$ cat config.mk
export PLATFORM = sky130hd
export DESIGN_NAME = utf8_codepoint_decoder
export DESIGN_NICKNAME = d
export VERILOG_FILES = /design/src/design/u8d_pkg.sv /design/src/design/u8d_fifo.sv /design/src/design/u8d_front.sv /design/src/design/u8d_back.sv /design/src/design/utf8_codepoint_decoder.sv
export SDC_FILE = /design/constraint.sdc
export NUM_CORES = 1
export LEC_CHECK = 0
export ABC_AREA = 1
export BUFFER_PORTS_ARGS = -buffer_cell sky130_fd_sc_hd__buf_2
export CAP_MARGIN = 15
export CORE_ASPECT_RATIO = 0.7
export CORE_UTILIZATION = 35
export CTS_BUF_LIST = sky130_fd_sc_hd__clkbuf_8
export DETAILED_ROUTE_END_ITERATION = 8
export PLACE_DENSITY = 0.6
export SETUP_SLACK_MARGIN = 0.2
export SYNTH_ARGS = -nofsm -noshare
export SYNTH_HDL_FRONTEND = slang
export SYNTH_HIERARCHICAL = 1
export SYNTH_SLANG_ARGS = --single-unit
$ cat constraint.sdc
create_clock -name clk_i -period 3.9 [get_ports clk_i]
set_clock_uncertainty 0.15 [all_clocks]
set_input_delay 0.195 -clock clk_i [delete_from_list [all_inputs] [get_ports clk_i]]
set_output_delay 0.195 -clock clk_i [all_outputs]
set_load 0.05 [all_outputs]
$ cat src/design/u8d_pkg.sv
`default_nettype none

package u8d_pkg;

  // Depth of the byte queue and of the result queue.
  localparam int unsigned QueueDepthDef = 4;

  // Result status codes.
  localparam logic [1:0] ST_OK         = 2'd0;
  localparam logic [1:0] ST_END        = 2'd1;
  localparam logic [1:0] ST_BAD_START  = 2'd2;
  localparam logic [1:0] ST_INCOMPLETE = 2'd3;

  localparam logic [20:0] REPLACEMENT_CP = 21'h00FFFD;
  localparam logic [21:0] MAX_CP         = 22'h10FFFF;
  localparam logic [21:0] SURR_LO        = 22'h00D800;
  localparam logic [21:0] SURR_HI        = 22'h00DFFF;

  // Byte classes found by the front end.
  typedef enum logic [1:0] {
    K_ZERO,
    K_CONT,
    K_ASCII,
    K_LEAD
  } kind_e;

  // One classified byte as it travels from the front end to the decoder.
  typedef struct packed {
    kind_e      kind;
    logic [6:0] bits;   // ASCII value, continuation payload or masked lead bits
    logic [1:0] extra;  // continuation bytes a lead byte announces
  } class_t;

  // One result as it waits in the result queue.
  typedef struct packed {
    logic [20:0] code_point;
    logic [1:0]  status;
    logic        last;
  } result_t;

  // Sequence length from the upper nibble of a byte.
  function automatic logic [2:0] seq_len(input logic [3:0] nib);
    logic [2:0] n;
    unique case (nib)
      4'hC, 4'hD: n = 3'd2;
      4'hE:       n = 3'd3;
      4'hF:       n = 3'd4;
      4'h8, 4'h9, 4'hA, 4'hB: n = 3'd0;
      default:    n = 3'd1;
    endcase
    return n;
  endfunction

  // Replace out-of-range values and surrogates with U+FFFD.
  function automatic logic [20:0] finish_code(input logic [21:0] c);
    logic [20:0] r;
    if (c > MAX_CP || (c >= SURR_LO && c <= SURR_HI)) begin
      r = REPLACEMENT_CP;
    end else begin
      r = c[20:0];
    end
    return r;
  endfunction

endpackage

`default_nettype wire

$ cat src/design/u8d_fifo.sv
`default_nettype none

module u8d_fifo #(
  parameter int unsigned DEPTH = 4,
  parameter type item_t = logic [7:0]
) (
  input  wire logic  clk_i,
  input  wire logic  rst_ni,
  input  wire logic  push_i,
  input  wire item_t data_i,
  output logic       full_o,
  input  wire logic  pop_i,
  output item_t      data_o,
  output logic       empty_o
);

  localparam int unsigned PtrW = (DEPTH > 1) ? $clog2(DEPTH) : 1;
  localparam int unsigned CntW = $clog2(DEPTH + 1);
  localparam logic [PtrW-1:0] LastPtr = PtrW'(DEPTH - 1);
  localparam logic [CntW-1:0] FullCnt = CntW'(DEPTH);

  item_t mem_q [DEPTH];
  logic [PtrW-1:0] wr_ptr_q, wr_ptr_d;
  logic [PtrW-1:0] rd_ptr_q, rd_ptr_d;
  logic [CntW-1:0] cnt_q, cnt_d;
  logic do_push, do_pop;

  assign full_o  = (cnt_q == FullCnt);
  assign empty_o = (cnt_q == '0);
  assign do_push = push_i && !full_o;
  assign do_pop  = pop_i && !empty_o;
  assign data_o  = mem_q[rd_ptr_q];

  // Pointer and fill count update.
  always_comb begin
    wr_ptr_d = wr_ptr_q;
    rd_ptr_d = rd_ptr_q;
    cnt_d    = cnt_q;
    if (do_push) begin
      wr_ptr_d = (wr_ptr_q == LastPtr) ? '0 : wr_ptr_q + 1'b1;
    end
    if (do_pop) begin
      rd_ptr_d = (rd_ptr_q == LastPtr) ? '0 : rd_ptr_q + 1'b1;
    end
    if (do_push && !do_pop) begin
      cnt_d = cnt_q + 1'b1;
    end else if (do_pop && !do_push) begin
      cnt_d = cnt_q - 1'b1;
    end
  end

  always_ff @(posedge clk_i or negedge rst_ni) begin
    if (!rst_ni) begin
      wr_ptr_q <= '0;
      rd_ptr_q <= '0;
      cnt_q    <= '0;
    end else begin
      wr_ptr_q <= wr_ptr_d;
      rd_ptr_q <= rd_ptr_d;
      cnt_q    <= cnt_d;
    end
  end

  // Storage needs no reset.
  always_ff @(posedge clk_i) begin
    if (do_push) begin
      mem_q[wr_ptr_q] <= data_i;
    end
  end

endmodule

`default_nettype wire

$ cat src/design/u8d_front.sv
`default_nettype none

module u8d_front (
  input  wire logic [7:0] in_byte_i,
  output u8d_pkg::class_t cls_o
);

  import u8d_pkg::*;

  logic [2:0] n;
  logic [7:0] mask;

  // Classify the byte and strip the length marker off lead bytes.
  always_comb begin
    n = seq_len(in_byte_i[7:4]);
    unique case (n)
      3'd2:    mask = 8'h3F;
      3'd3:    mask = 8'h1F;
      3'd4:    mask = 8'h0F;
      default: mask = 8'h7F;
    endcase

    cls_o.kind  = K_ASCII;
    cls_o.bits  = in_byte_i[6:0];
    cls_o.extra = '0;
    priority if (in_byte_i == 8'h00) begin
      cls_o.kind = K_ZERO;
    end else if (in_byte_i[7:6] == 2'b10) begin
      cls_o.kind = K_CONT;
      cls_o.bits = {1'b0, in_byte_i[5:0]};
    end else if (n == 3'd1) begin
      cls_o.kind = K_ASCII;
    end else begin
      cls_o.kind  = K_LEAD;
      cls_o.bits  = 7'(in_byte_i & mask);
      cls_o.extra = 2'(n - 3'd1);
    end
  end

endmodule

`default_nettype wire

$ cat src/design/u8d_back.sv
`default_nettype none

module u8d_back (
  input  wire logic        clk_i,
  input  wire logic        rst_ni,
  input  wire u8d_pkg::class_t cls_i,
  input  wire logic        cls_empty_i,
  output logic             cls_pop_o,
  output u8d_pkg::result_t res_o,
  output logic             res_push_o,
  input  wire logic        res_full_i
);

  import u8d_pkg::*;

  logic [21:0] partial_q, partial_d;
  logic [1:0]  remain_q, remain_d;
  logic [21:0] grown;
  logic        take;

  assign take  = !cls_empty_i && !res_full_i;
  assign grown = {partial_q[15:0], cls_i.bits[5:0]};

  // Decode one classified byte against the open sequence.
  always_comb begin
    partial_d  = partial_q;
    remain_d   = remain_q;
    cls_pop_o  = 1'b0;
    res_push_o = 1'b0;
    res_o      = '{code_point: '0, status: ST_OK, last: 1'b1};
    if (take) begin
      if (remain_q == 2'd0) begin
        // Byte in the start position.
        cls_pop_o = 1'b1;
        unique case (cls_i.kind)
          K_ZERO: begin
            res_push_o = 1'b1;
            res_o.status = ST_END;
          end
          K_CONT: begin
            res_push_o = 1'b1;
            res_o.status = ST_BAD_START;
          end
          K_ASCII: begin
            res_push_o = 1'b1;
            res_o.code_point = 21'(cls_i.bits);
          end
          K_LEAD: begin
            partial_d = 22'(cls_i.bits);
            remain_d  = cls_i.extra;
          end
          default: ;
        endcase
      end else begin
        unique case (cls_i.kind)
          K_CONT: begin
            cls_pop_o = 1'b1;
            partial_d = grown;
            remain_d  = remain_q - 2'd1;
            if (remain_q == 2'd1) begin
              res_push_o = 1'b1;
              res_o.code_point = finish_code(grown);
            end
          end
          K_ZERO: begin
            cls_pop_o  = 1'b1;
            remain_d   = '0;
            res_push_o = 1'b1;
            res_o.status = ST_INCOMPLETE;
          end
          K_ASCII: begin
            // Broken sequence; the byte stays at the head and is taken
            // again as a new start.
            remain_d   = '0;
            res_push_o = 1'b1;
            res_o.code_point = REPLACEMENT_CP;
            res_o.last = 1'b0;
          end
          K_LEAD: begin
            // Broken sequence; the new lead opens the next one at once.
            cls_pop_o  = 1'b1;
            partial_d  = 22'(cls_i.bits);
            remain_d   = cls_i.extra;
            res_push_o = 1'b1;
            res_o.code_point = REPLACEMENT_CP;
          end
          default: ;
        endcase
      end
    end
  end

  always_ff @(posedge clk_i or negedge rst_ni) begin
    if (!rst_ni) begin
      partial_q <= '0;
      remain_q  <= '0;
    end else begin
      partial_q <= partial_d;
      remain_q  <= remain_d;
    end
  end

endmodule

`default_nettype wire

$ cat src/design/utf8_codepoint_decoder.sv
// UTF-8 decoder, one byte per item in, one code point or status per result.
// Input side is a queue: drive in_byte_i and raise push; the item is taken
// at a clock edge where push is high and full is low.
// Result side is a queue: while empty is low the oldest result sits on
// code_point_o, status_o and last_o; pop takes it. last_o marks the final
// result an input byte caused; a byte other than zero that breaks an open
// sequence gives U+FFFD first and may give a second result.
// Path: an accepted item is stored in the byte queue; the decoder takes it from
// the head and writes its first result to the result queue, where it appears
// on the result ports and can be popped.
// Throughput: one item per cycle while the result queue does not fill. A single-byte
// character that breaks an open sequence makes two results and holds the decoder
// for both, since the result queue takes one result per cycle.
// A stalled receiver fills the result queue, then the decoder stops, the
// byte queue fills and full rises; nothing is dropped.
// Reset empties both queues and leaves the decoder idle with no open
// sequence.
`default_nettype none

module utf8_codepoint_decoder #(
  parameter int unsigned QUEUE_DEPTH = u8d_pkg::QueueDepthDef
) (
  input  wire logic        clk_i,
  input  wire logic        rst_ni,
  input  wire logic        push,
  output logic             full,
  input  wire logic [7:0]  in_byte_i,
  output logic             empty,
  input  wire logic        pop,
  output logic [20:0]      code_point_o,
  output logic [1:0]       status_o,
  output logic             last_o
);

  import u8d_pkg::*;

  class_t  cls_in, cls_head;
  logic    cls_empty, cls_pop;
  result_t res_in, res_head;
  logic    res_push, res_full;

  // Front end: classify the incoming byte.
  u8d_front u_front (
    .in_byte_i (in_byte_i),
    .cls_o     (cls_in)
  );

  // Queue of classified bytes between front end and decoder.
  u8d_fifo #(
    .DEPTH  (QUEUE_DEPTH),
    .item_t (class_t)
  ) u_cls_q (
    .clk_i   (clk_i),
    .rst_ni  (rst_ni),
    .push_i  (push),
    .data_i  (cls_in),
    .full_o  (full),
    .pop_i   (cls_pop),
    .data_o  (cls_head),
    .empty_o (cls_empty)
  );

  // Decoder: sequence state and result generation.
  u8d_back u_back (
    .clk_i       (clk_i),
    .rst_ni      (rst_ni),
    .cls_i       (cls_head),
    .cls_empty_i (cls_empty),
    .cls_pop_o   (cls_pop),
    .res_o       (res_in),
    .res_push_o  (res_push),
    .res_full_i  (res_full)
  );

  // Result queue toward the receiver.
  u8d_fifo #(
    .DEPTH  (QUEUE_DEPTH),
    .item_t (result_t)
  ) u_res_q (
    .clk_i   (clk_i),
    .rst_ni  (rst_ni),
    .push_i  (res_push),
    .data_i  (res_in),
    .full_o  (res_full),
    .pop_i   (pop),
    .data_o  (res_head),
    .empty_o (empty)
  );

  assign code_point_o = res_head.code_point;
  assign status_o     = res_head.status;
  assign last_o       = res_head.last;

  // Error and end results carry no code point.
  assert property (@(posedge clk_i) disable iff (!rst_ni)
    (!empty && status_o != ST_OK) |-> (code_point_o == '0))
    else $error("non-ok result with nonzero code point");

  // A decoded code point is never a surrogate nor beyond the Unicode range.
  assert property (@(posedge clk_i) disable iff (!rst_ni)
    (!empty && status_o == ST_OK) |->
      (code_point_o <= 21'h10FFFF && !(code_point_o >= 21'h00D800 &&
                                       code_point_o <= 21'h00DFFF)))
    else $error("code point out of range");

  // Only the replacement for a broken sequence is followed by a second result.
  assert property (@(posedge clk_i) disable iff (!rst_ni)
    (!empty && !last_o) |-> (status_o == ST_OK && code_point_o == REPLACEMENT_CP))
    else $error("unexpected non-final result");

endmodule

`default_nettype wire

# Yosys cells after proc, flatten, opt, wreduce, memory -nomap -nowiden

Memory sizes are Yosys's and may differ from the RTL's.
Index checks and enable logic that the tools add are counted.

ROM bits: 48
Memories kept: 3
Flip-flop bits (word level): 32
Bits of input ports: 12
Memory bits (writable): 140

Memory list:

| name            | depth | width | read ports | clocked after Yosys merged registers in | wr ports | line           | text |
|---|---|---|---|---|---|---|---|
| u_res_q.mem_q   | 4     | 24    | 1          | 0                                       | 1        | u8d_fifo.sv:22 | `item_t mem_q [DEPTH];` |
| (no name shown) | 16    | 3     | 1          | 0                                       | 0        | u8d_pkg.sv:44  | `unique case (nib)` |
| u_cls_q.mem_q   | 4     | 11    | 1          | 0                                       | 1        | u8d_fifo.sv:22 |  |

Muxes and demuxes: 43
Add/sub/neg operators: 10
Bitwise operators: 1
Magnitude comparators: 3
Reductions and logical operators: 34
Equality and inequality tests: 16

Operators with widths:

| cell                 | count |
|---|---|
| $mux 21              | 2 |
| $pmux 21 s2          | 1 |
| $mux 16              | 2 |
| $pmux 16 s2          | 1 |
| $mux 9               | 3 |
| $mux 24              | 1 |
| $mux 23              | 1 |
| $ge 22x16->1 const B | 1 |
| $gt 22x21->1 const B | 1 |
| $le 22x16->1 const B | 1 |
| $pmux 7 s3           | 1 |
| $mux 2               | 9 |
| $eq 2x2->1 const B   | 7 |
| $mux 1               | 14 |
| $mux 3               | 4 |
| $logic_and 1x1->1    | 10 |
| $eq 3x3->1 const B   | 3 |
| $reduce_or 3->1      | 3 |
| $add 2x1->2 const B  | 4 |
| $logic_not 1->1      | 8 |
| $logic_not 8->1      | 1 |
| $and 7x7->7          | 1 |
| $mux 7               | 1 |
| $add 3x1->3 const B  | 2 |
| other kinds (16)     | 25 |

# Longest topological paths before layout

Gate-level depths: netlist of run 1.
An unclocked memory read counts as a cell.

Depth after elaboration: 11
Gate-level depth with buffers: 20

# By module

Netlist of run 1, hierarchy kept.

By module, submodules not included:

| module             | instances | sequential area each (µm²) | cells each | area an instance (µm²) |
|---|---|---|---|---|
| u8d_fifo (u_res_q) | 1         | 3057.9                     | 341        | 4366.7 |
| u8d_fifo (u_cls_q) | 1         | 1496.4                     | 189        | 2230.9 |
| u8d_back           | 1         | 450.4                      | 184        | 1315.0 |
| u8d_front          | 1         | 0.0                        | 50         | 292.8 |

# Least setup slack after synthesis of run 1

OpenSTA, ideal clock, no wires.

Path kind: flip-flop to flip-flop
From: register u_cls_q.rd_ptr_q[0]
To: memory u_res_q/mem_q[0][0] in the netlist's numbering (enable)
Data required time: 3.345 ns
Stages on the path, launching flop included: 12
Period minus slack after synthesis: 3.239 ns
Setup slack: 0.661 ns
Arrival time: 2.684 ns
Path through: dfrtp_1 > buf_6 > buf_6 > o211ai_1 > nand2_1 > inv_2 > nor2_4 > inv_1 > o21ai_0 > a21oi_1 > nand2_1 > nor2_1

RTL lines:

| what                   | line           | text |
|---|---|---|
| start, declared        | u8d_fifo.sv:24 | `logic [PtrW-1:0] rd_ptr_q, rd_ptr_d;` |
| start signal, assigned | u8d_fifo.sv:59 | `rd_ptr_q <= rd_ptr_d;` |
| end, declared          | u8d_fifo.sv:22 |  |

==> results.yml, run 1 <==
setup_path:
  cpPeakStageDelay_ns: 0.72
  worst_path_most_repeated_cell: "nand2_1"
  crit_family: "simple AND/OR/NAND/NOR gates"
  cpMaxStageDelayCell: "dfrtp_1"
  crit_path_max_fanout: 20
  worst_setup_path_end_kind: "register"
  path_buf_inv: 4
  arrival_ns: 3.46
  crit_chain: "nand2_1, o211ai_1, nand2_1, inv_2, nor2_4, inv_1, o21ai_0, a21oi_1, nand2_1, inv_1, ha_1, inv_1, fa_1, nand2_1, nand3_1, nand2_1, nand2_1"
  critPathRequiredTime_ns: 4.10
  r2r_cells: 17
  critical_path_class: "reg -> reg"
  start_kind: "register"
  regToRegEndpoint: "u_res_q/cnt_q[2]$_DFFE_PN0P_"
  rr_startpoint: "u_cls_q/rd_ptr_q[0]$_DFFE_PN0P_"
  r2r_setup_slack_ns: 0.65
grt:
  grt_pass1_vias: 4930
  grt_usage: 0.147
  antenna_found_initial: 0
  grt_max_degree: 59
  overflow: 0
  grt_pass1_wl_um: 26400
sta:
  slew_headroom: 0.249
  slew_viol_final: 0
  worst_pin_slew_ns: 1.12
  final.period_utilization: 0.835
  max_freq_ghz: 0.307
  min_period_ns: 3.25
  hold_slack_ns: 0.0524
  rsz0062_at_grt: "false"
  hold_viol: 0
  finalSetupViolCount: 0
  tns_ns: 0
logic_synthesis:
  ys_ff_latch: 172
  synthFlopType: "edfxtp_1"
  yosys.cell_types.count: 38
  synth_area_per_cell_um2: 10.7
  syn_area_um2: 8210
  async_flop_share: 0.186
  yosys_warnings: 6
  postSynthCellCount: 764
  synth_edf_count: 140
  syn-num-nets: 796
  yosysSeqAreaShare: 0.610
cells_and_area:
  antenna_cells: 0
  syn_to_final_growth_pct: 10.1
  drive_gt1_frac: 0.163
  final_nets: 838
route:
  routed_wl_um: 16300
  num_vias: 5142
  ant_nets: 0
  firstDrtPassIters: 5
  dr.first_iter.drc_count: 296
  routed_via_density: 4.55
  wire_per_inst_um: 14.4
  drc: 0
placement:
  place_hpwl_um: 11100
  io_buffers: 37
  place.gp.congestion: 0.762
clock_network:
  htree_levels: 4
  clockBufferDepth: 2
  cts_tree: "done"
  post_cts_hold_buffer_count: 9
  cts_repair_resize_count: 0
  cts_sinks: 172
  cts_made_buffers: 17
  cts_setup_buffers: 0
  root_buffer: "clkbuf_8"
  clock_latency_ns: 0.46
  clkTransAtPathRegs_ns: 0.09
min_path:
  worstHoldPathCells: 3
  min-delay-start: "in_byte_i[6]"
  hold_end: "u_cls_q/mem_q[0][8]$_DFFE_PP_"
  min_path_type: "in -> reg"
floorplan:
  die_w_um: 185
  die-area_um2: 24100
  die_h_um: 130
  num_rows: 46
  initial_utilization: 0.359
  ios: 38
  core_area_um2: 22800
outcome:
  status: "completed"
run:
  cap_violations: 0
## layout by cell type (no fill, tap or decap), drive strengths merged
cell type    count
o21ai           34
dlygate4sd3      9
buf             48
clkinvlp         2
o31ai            2
nand4            3
a22oi            1
a21oi           13
nor2            34
dfrtp           32
or2              1
a31oi            1
ha              18
xnor2            2
nand2          192
clkinv           9
nor3             8
edfxtp         140
o211ai          70
fa               2
inv            141
clkbuf          17
nand3           38
a211oi           1
## cell type report
type | instances | area (µm²)
Sequential cell | 172 | 5010
Inverter | 138 | 522
Tap cell | 312 | 390
Timing Repair Buffer | 57 | 358
Clock buffer | 17 | 234
Fill cell | 2249 | 13800
Multi-Input combinational cell | 420 | 2430
Clock inverter | 14 | 98.8
## worst reg2reg max path, cell delays in order, from the launching register on
cell and delay [ns]:
dfrtp_1 0.72, nand2_1 0.11, o211ai_1 0.10, nand2_1 0.20, inv_2 0.19, nor2_4 0.05, inv_1 0.07, o21ai_0 0.07
a21oi_1 0.24, nand2_1 0.25, inv_1 0.11, ha_1 0.16, inv_1 0.06, fa_1 0.38, nand2_1 0.11, nand3_1 0.08
nand2_1 0.06, nand2_1 0.04
## layer usage
| metal | track usage | vias to the layer above | part of all wire |
|---|---|---|---|
| met2 | 0.210 | 91 | 0.41 |
| met3 | 0.0385 | 7 | 0.049 |
| met1 | 0.218 | 2412 | 0.53 |
| li1 | - | 2632 | - |
| met5 | 0 | - | 0 |
| met4 | 0.0399 | 0 | 0.0063 |
## sequential cells by signal, indices dropped and copies added (netlist names), 3 cells and up
register	cells
u_res_q/mem_q	96
u_cls_q/mem_q	44
u_cls_q/cnt_q	3
u_res_q/cnt_q	3
u_back/partial_q	16
## synthesized netlist by cell type, drive strengths merged, types with 3 or more instances
master / count / area (µm²)
edfxtp: 140 / 4200
ha: 18 / 225
a21oi: 13 / 76.3
clkinv: 3 / 12.5
nor3: 8 / 45.0
dfrtp: 32 / 801
nand4: 3 / 18.8
nand3: 38 / 195
o21ai: 34 / 193
nor2: 34 / 171
o211ai: 70 / 626
inv: 135 / 509
buf: 32 / 255
nand2: 192 / 766
## cell families (layout without fill, tap and decap cells)
| kind of cell | after synthesis | count (layout) | synth area share |
|---|---|---|---|
| compound gates | 122 | 122 | 0.113 |
| simple gates | 276 | 276 | 0.147 |
| xor+xnor | 2 | 2 | 0.00214 |
| flops | 172 | 172 | 0.610 |
| fa+ha+maj | 20 | 20 | 0.0323 |
| buf+inv | 172 | 226 | 0.0956 |
## through the flow
stage                     std cells  cell area, µm²   util  worst slack, ns
after floorplan                 764            8210      -            0.661
after global placement         1089            8610  0.377            0.777
after detailed placement       1089            8610  0.377            0.675
after CTS                      1129            9030  0.395            0.639
after global routing           1130            9040  0.396            0.240
final                          1130            9040  0.396            0.645
## worst max-delay path by stage
stage | startpoint | endpoint | slack [ns] | cells past startpoint
after floorplan | u_cls_q/rd_ptr_q[0]$_DFFE_PN0P_ | u_res_q/mem_q[0][0]$_DFFE_PP_ | 0.66 | 11
after global placement | u_cls_q/rd_ptr_q[0]$_DFFE_PN0P_ | u_res_q/cnt_q[2]$_DFFE_PN0P_ | 0.78 | 17
after detailed placement | u_cls_q/rd_ptr_q[0]$_DFFE_PN0P_ | u_res_q/cnt_q[2]$_DFFE_PN0P_ | 0.68 | 17
after CTS | u_cls_q/rd_ptr_q[0]$_DFFE_PN0P_ | u_res_q/cnt_q[2]$_DFFE_PN0P_ | 0.64 | 17
after global routing | u_cls_q/rd_ptr_q[0]$_DFFE_PN0P_ | u_res_q/cnt_q[2]$_DFFE_PN0P_ | 0.24 | 17
final | u_cls_q/rd_ptr_q[0]$_DFFE_PN0P_ | u_res_q/cnt_q[2]$_DFFE_PN0P_ | 0.65 | 17
Power of run 1 is not shown: default switching activity piles up to over one toggle a cycle in this logic, so the estimate is an artifact.
==> inputs of run 2 (changes only) <==
- PLACE_DENSITY: 0.6 -> 0.62
- clock period: 3.9 -> 2.75 ns (I/O delays scaled with it)
==> run 2 against run 1 <==
Compared with the run above: clock-buffer cell count is the same; final area grew 4.1%; register-to-register slack lost 0.40 ns; non-clock buffer count grew 20; worst setup slack lost 0.40 ns; global-route usage shrank 0.65 points; fmax grew 30%; sequential cell count is the same; wire length shrank 1.6%; largest cell class unchanged; critical path type unchanged.
==> results.yml, run 2 (synthesis gave the netlist of run 1 again) <==
outcome:
  status: "completed"
sta:
  tns_ns: 0
  rsz0062_at_grt: "true"
  max_freq_ghz: 0.399
  worst_pin_slew_ns: 0.791
  slew_viol_final: 0
  final.period_utilization: 0.912
  finalSetupViolCount: 0
  min_period_ns: 2.51
  slew_headroom: 0.472
  hold_viol: 0
floorplan:
  initial_utilization: 0.359
  die_w_um: 185
  ios: 38
  die_h_um: 130
  num_rows: 46
  die-area_um2: 24100
  core_area_um2: 22800
clock_network:
  root_buffer: "clkbuf_8"
  clockBufferDepth: 2
  cts_sinks: 172
  clkTransAtPathRegs_ns: 0.11
  cts_tree: "done"
  cts_made_buffers: 17
  clock_latency_ns: 0.45
  htree_levels: 4
route:
  routed_via_density: 4.58
  firstDrtPassIters: 5
  ant_nets: 0
  routed_wl_um: 16000
  num_vias: 5266
  dr.first_iter.drc_count: 388
  wire_per_inst_um: 13.9
  drc: 0
setup_path:
  critical_path_class: "reg -> reg"
  worst_path_most_repeated_cell: "nand2_1"
  start_kind: "register"
  crit_path_max_fanout: 5
  cpPeakStageDelay_ns: 0.40
  r2r_cells: 17
  critPathRequiredTime_ns: 2.95
  worst_setup_path_end_kind: "register"
  arrival_ns: 2.71
  cpMaxStageDelayCell: "dfrtp_2"
  crit_chain: "buf_2, nand2_1, o211ai_1, nand2_2, buf_4, nand2_2, nand2_2, a21oi_4, nand2_4, inv_2, ha_4, inv_2, fa_2, nand2_1, nand3_1, nand2_1, nand2_1"
cells_and_area:
  layout_commonest_cell: "nand2_1"
  syn_to_final_growth_pct: 14.6
  top_register: "u_res_q/mem_q"
  largest_register_ffs: 96
  fillers: 2171
  drive_gt1_frac: 0.209
  reg.largest.list: "u_res_q/mem_q (96), u_cls_q/mem_q (44), u_back/partial_q (16)"
  final_nets: 858
  seqCellArea_um2: 5010
  multiInputGateArea_um2: 2510
  antenna_cells: 0
  layout_common_cells: "nand2_1, edfxtp_1, inv_1"
grt:
  grt_max_degree: 58
  grt_pass1_wl_um: 25800
  grt_usage: 0.140
  grt_pass1_vias: 4864
  antenna_found_initial: 0
  overflow: 0
placement:
  place_hpwl_um: 11000
  place.gp.congestion: 0.822
  io_buffers: 37
min_path:
  min_path_type: "in -> reg"
  worstHoldPathCells: 2
run:
  cap_violations: 0
## run 2: worst paths after layout
kind | startpoint | to | slack (ns)
max | u_cls_q/rd_ptr_q[0]$_DFFE_PN0P_ | u_res_q/cnt_q[2]$_DFFE_PN0P_ | 0.24
max in group asynchronous | rst_ni | u_cls_q/rd_ptr_q[0]$_DFFE_PN0P_ | 1.73
min reg2reg | u_res_q/cnt_q[2]$_DFFE_PN0P_ | u_res_q/cnt_q[2]$_DFFE_PN0P_ | 0.37
max reg2reg | u_cls_q/rd_ptr_q[0]$_DFFE_PN0P_ | u_res_q/cnt_q[2]$_DFFE_PN0P_ | 0.24
min | in_byte_i[7] | u_cls_q/mem_q[2][10]$_DFFE_PP_ | 0.03
min in group asynchronous | rst_ni | u_res_q/rd_ptr_q[0]$_DFFE_PN0P_ | 0.14
## run 2: final cells by class
cell class | count | area share
well taps | 312 | 0.0415
multi-input cells | 420 | 0.267
repair buffers | 77 | 0.0604
inverters | 138 | 0.0557
flip-flops and latches | 172 | 0.533
clock buffers | 17 | 0.0249
clock inverters | 15 | 0.0178
## run 2: routing by layer
layer / part of all wire / routed length [µm] / global-route usage / up-vias
met3: 0.033 / 535 / 0.0268 / 8
li1: - / - / - / 2675
met4: 0.0044 / 70 / 0.0345 / 0
met2: 0.44 / 7040 / 0.212 / 95
met1: 0.52 / 8390 / 0.207 / 2488
met5: 0 / 0 / 0 / -
## run 2: worst max-delay path, delay by kind of cell (launching register included)
kind            cells  cell delay, ns
flops               1            0.40
fa+ha+maj           2            0.45
buf+inv             4            0.42
simple gates        9            0.69
compound gates      2            0.32
## run 2: through the flow
step / std cells / hold WS (ns) / instance area, µm² / worst slack [ns] / utilization
after floorplan: 764 / -0.308 / 8270 / 0.118 / -
after global placement: 1102 / 0.126 / 8820 / 0.203 / 0.386
after detailed placement: 1102 / 0.119 / 8820 / 0.0780 / 0.386
after CTS: 1146 / 0.00800 / 9340 / 0.209 / 0.409
after global routing: 1151 / 0.0137 / 9400 / 0.103 / 0.412
final: 1151 / 0.0257 / 9400 / 0.242 / 0.412
## run 2: repair_timing
action,4_1_cts,5_1_grt
hold endpoints to repair,60,0
buffers inserted,3,5
resized for setup,3,9
pin swaps,1,7
hold buffers,9,0
endpoints found under the setup margin,4,19
Power of run 2 is left out for the same reason.
==> inputs of run 3 (changes only) <==
- REMOVE_ABC_BUFFERS: default -> 1
- SLEW_MARGIN: default -> 20
==> run 3 against run 2 <==
Compared with the run above: sequential cell count is the same; wire length increased by 2.8%; critical path type unchanged; final cell count grew 0.61%; first-iteration DRC count rose by 14%; clock-buffer cell count unchanged; via count increased by 0.27%; non-clock buffer count grew 7; hold slack improved by 0.14 ns.
==> results.yml, run 3 (synthesis gave the netlist of run 1 again) <==
setup_path:
  r2r_cells: 16
  arrival_ns: 2.74
  crit_path_max_fanout: 6
  worst_setup_path_end_kind: "register"
  critPathLaunch: "u_cls_q/rd_ptr_q[0]$_DFFE_PN0P_"
  cpMaxStageDelayCell: "dfrtp_2"
  regToRegEndpoint: "u_res_q/cnt_q[1]$_DFFE_PN0P_"
  cpPeakStageDelay_ns: 0.46
  critical_path_class: "reg -> reg"
  rr_startpoint: "u_cls_q/rd_ptr_q[0]$_DFFE_PN0P_"
  critPathRequiredTime_ns: 2.93
  start_kind: "register"
  crit_chain: "buf_6, nand2_1, o211ai_2, nand2_2, inv_2, nor2_4, inv_2, o21ai_4, a21oi_4, nand2_1, inv_1, ha_2, inv_2, fa_2, nand2_1, o21ai_1"
  r2r_setup_slack_ns: 0.19
run:
  cap_violations: 0
cells_and_area:
  antenna_cells: 0
  drive_gt1_frac: 0.212
  layout_common_cells: "nand2_1, edfxtp_1, inv_1"
  final_area_um2: 9470
  reg.largest.list: "u_res_q/mem_q (96), u_cls_q/mem_q (44), u_back/partial_q (16)"
  largest_register_ffs: 96
  syn_to_final_growth_pct: 15.4
  top_register: "u_res_q/mem_q"
  layout_commonest_cell: "nand2_1"
  final_nets: 865
sta:
  max_freq_ghz: 0.391
  rsz0062_at_grt: "true"
  slew_viol_final: 0
  finalSetupViolCount: 0
  worst_pin_slew_ns: 0.804
  hold_viol: 0
  final.period_utilization: 0.930
  min_period_ns: 2.56
  fin_ws_ns: 0.192
  slew_headroom: 0.464
clock_network:
  cts_tree: "done"
  htree_levels: 4
  cts_made_buffers: 17
  root_buffer: "clkbuf_8"
  clockBufferDepth: 2
  clock_latency_ns: 0.45
  cts_sinks: 172
  clkTransAtPathRegs_ns: 0.09
route:
  routed_via_density: 4.56
  drc: 0
  routed_wl_um: 16500
  dr.first_iter.drc_count: 442
  num_vias: 5280
  firstDrtPassIters: 5
  ant_nets: 0
  wire_per_inst_um: 14.2
floorplan:
  ios: 38
  die_h_um: 130
  core_area_um2: 22800
  die-area_um2: 24100
  num_rows: 46
  initial_utilization: 0.359
  die_w_um: 185
grt:
  grt_pass1_wl_um: 26700
  grt_max_degree: 55
  antenna_found_initial: 0
  grt_usage: 0.146
  grt_pass1_vias: 5027
  overflow: 0
outcome:
  status: "completed"
placement:
  io_buffers: 37
  dp_slack_ns: 0.0420
  place.gp.congestion: 0.809
  place_hpwl_um: 11100
  placed_area_um2: 8800
min_path:
  min_path_type: "in -> async"
[run 3: cell count changes in the layout (fill, tap and decap cells not counted), sizes merged]
| cell | change |
|---|---|
| buf | +5 |
| bufinv | +3 |
| clkinv | -1 |
| clkinvlp | -1 |
| dlygate4sd3 | +2 |
| inv | -1 |
[run 3: final cells by class]
type	instances	area, µm²
flip-flops and latches	172	5010
multi-input cells	420	2500
repair buffers	84	627
clock buffers	17	234
fillers	2222	13400
clock inverters	15	188
inverters	138	522
well taps	312	390
[run 3: repair_timing]
item | 4_1_cts | 5_1_grt
setup endpoints to repair | 4 | 21
hold buffers | 11 | 0
setup buffers | 4 | 3
hold endpoints to repair | 68 | 0
pin swaps | 2 | 8
gates resized for setup | 8 | 22
[run 3: critical path: cells and delay by family, from the launching register on]
kind | cells | cell delay (ns)
DFF | 1 | 0.46
adders and majority gates | 2 | 0.60
and+or+nand+nor | 5 | 0.45
AOI/OAI and AO/OA | 4 | 0.39
buffers and inverters | 5 | 0.38
[run 3: stage by stage]
step	util	setup TNS [ns]	std cells	hold WS, ns
finish	0.414	0	1158	0.166
global route	0.414	0	1158	0.213
CTS	0.410	0	1155	0.169
detailed placement	0.385	0	1108	0.117
global placement	0.385	0	1108	0.123
floorplan	-	-98.19	730	-0.308
[run 3: layer usage]
layer / share of wire / GRT usage
met2: 0.42 / 0.214
met3: 0.037 / 0.0301
met1: 0.53 / 0.219
met4: 0.0064 / 0.0379
met5: 0 / 0
[run 3: how the worst max path moves through the flow]
stage,to,slack [ns],cells past startpoint
after global routing,u_res_q/cnt_q[2]$_DFFE_PN0P_,0.04,18
after CTS,u_res_q/cnt_q[2]$_DFFE_PN0P_,0.17,17
after detailed placement,u_res_q/cnt_q[2]$_DFFE_PN0P_,0.04,15
after floorplan,u_res_q/mem_q[0][0]$_DFFE_PP_,-0.95,10
final,u_res_q/cnt_q[1]$_DFFE_PN0P_,0.19,16
after global placement,u_res_q/cnt_q[2]$_DFFE_PN0P_,0.14,16
Power of run 3 is left out for the same reason.
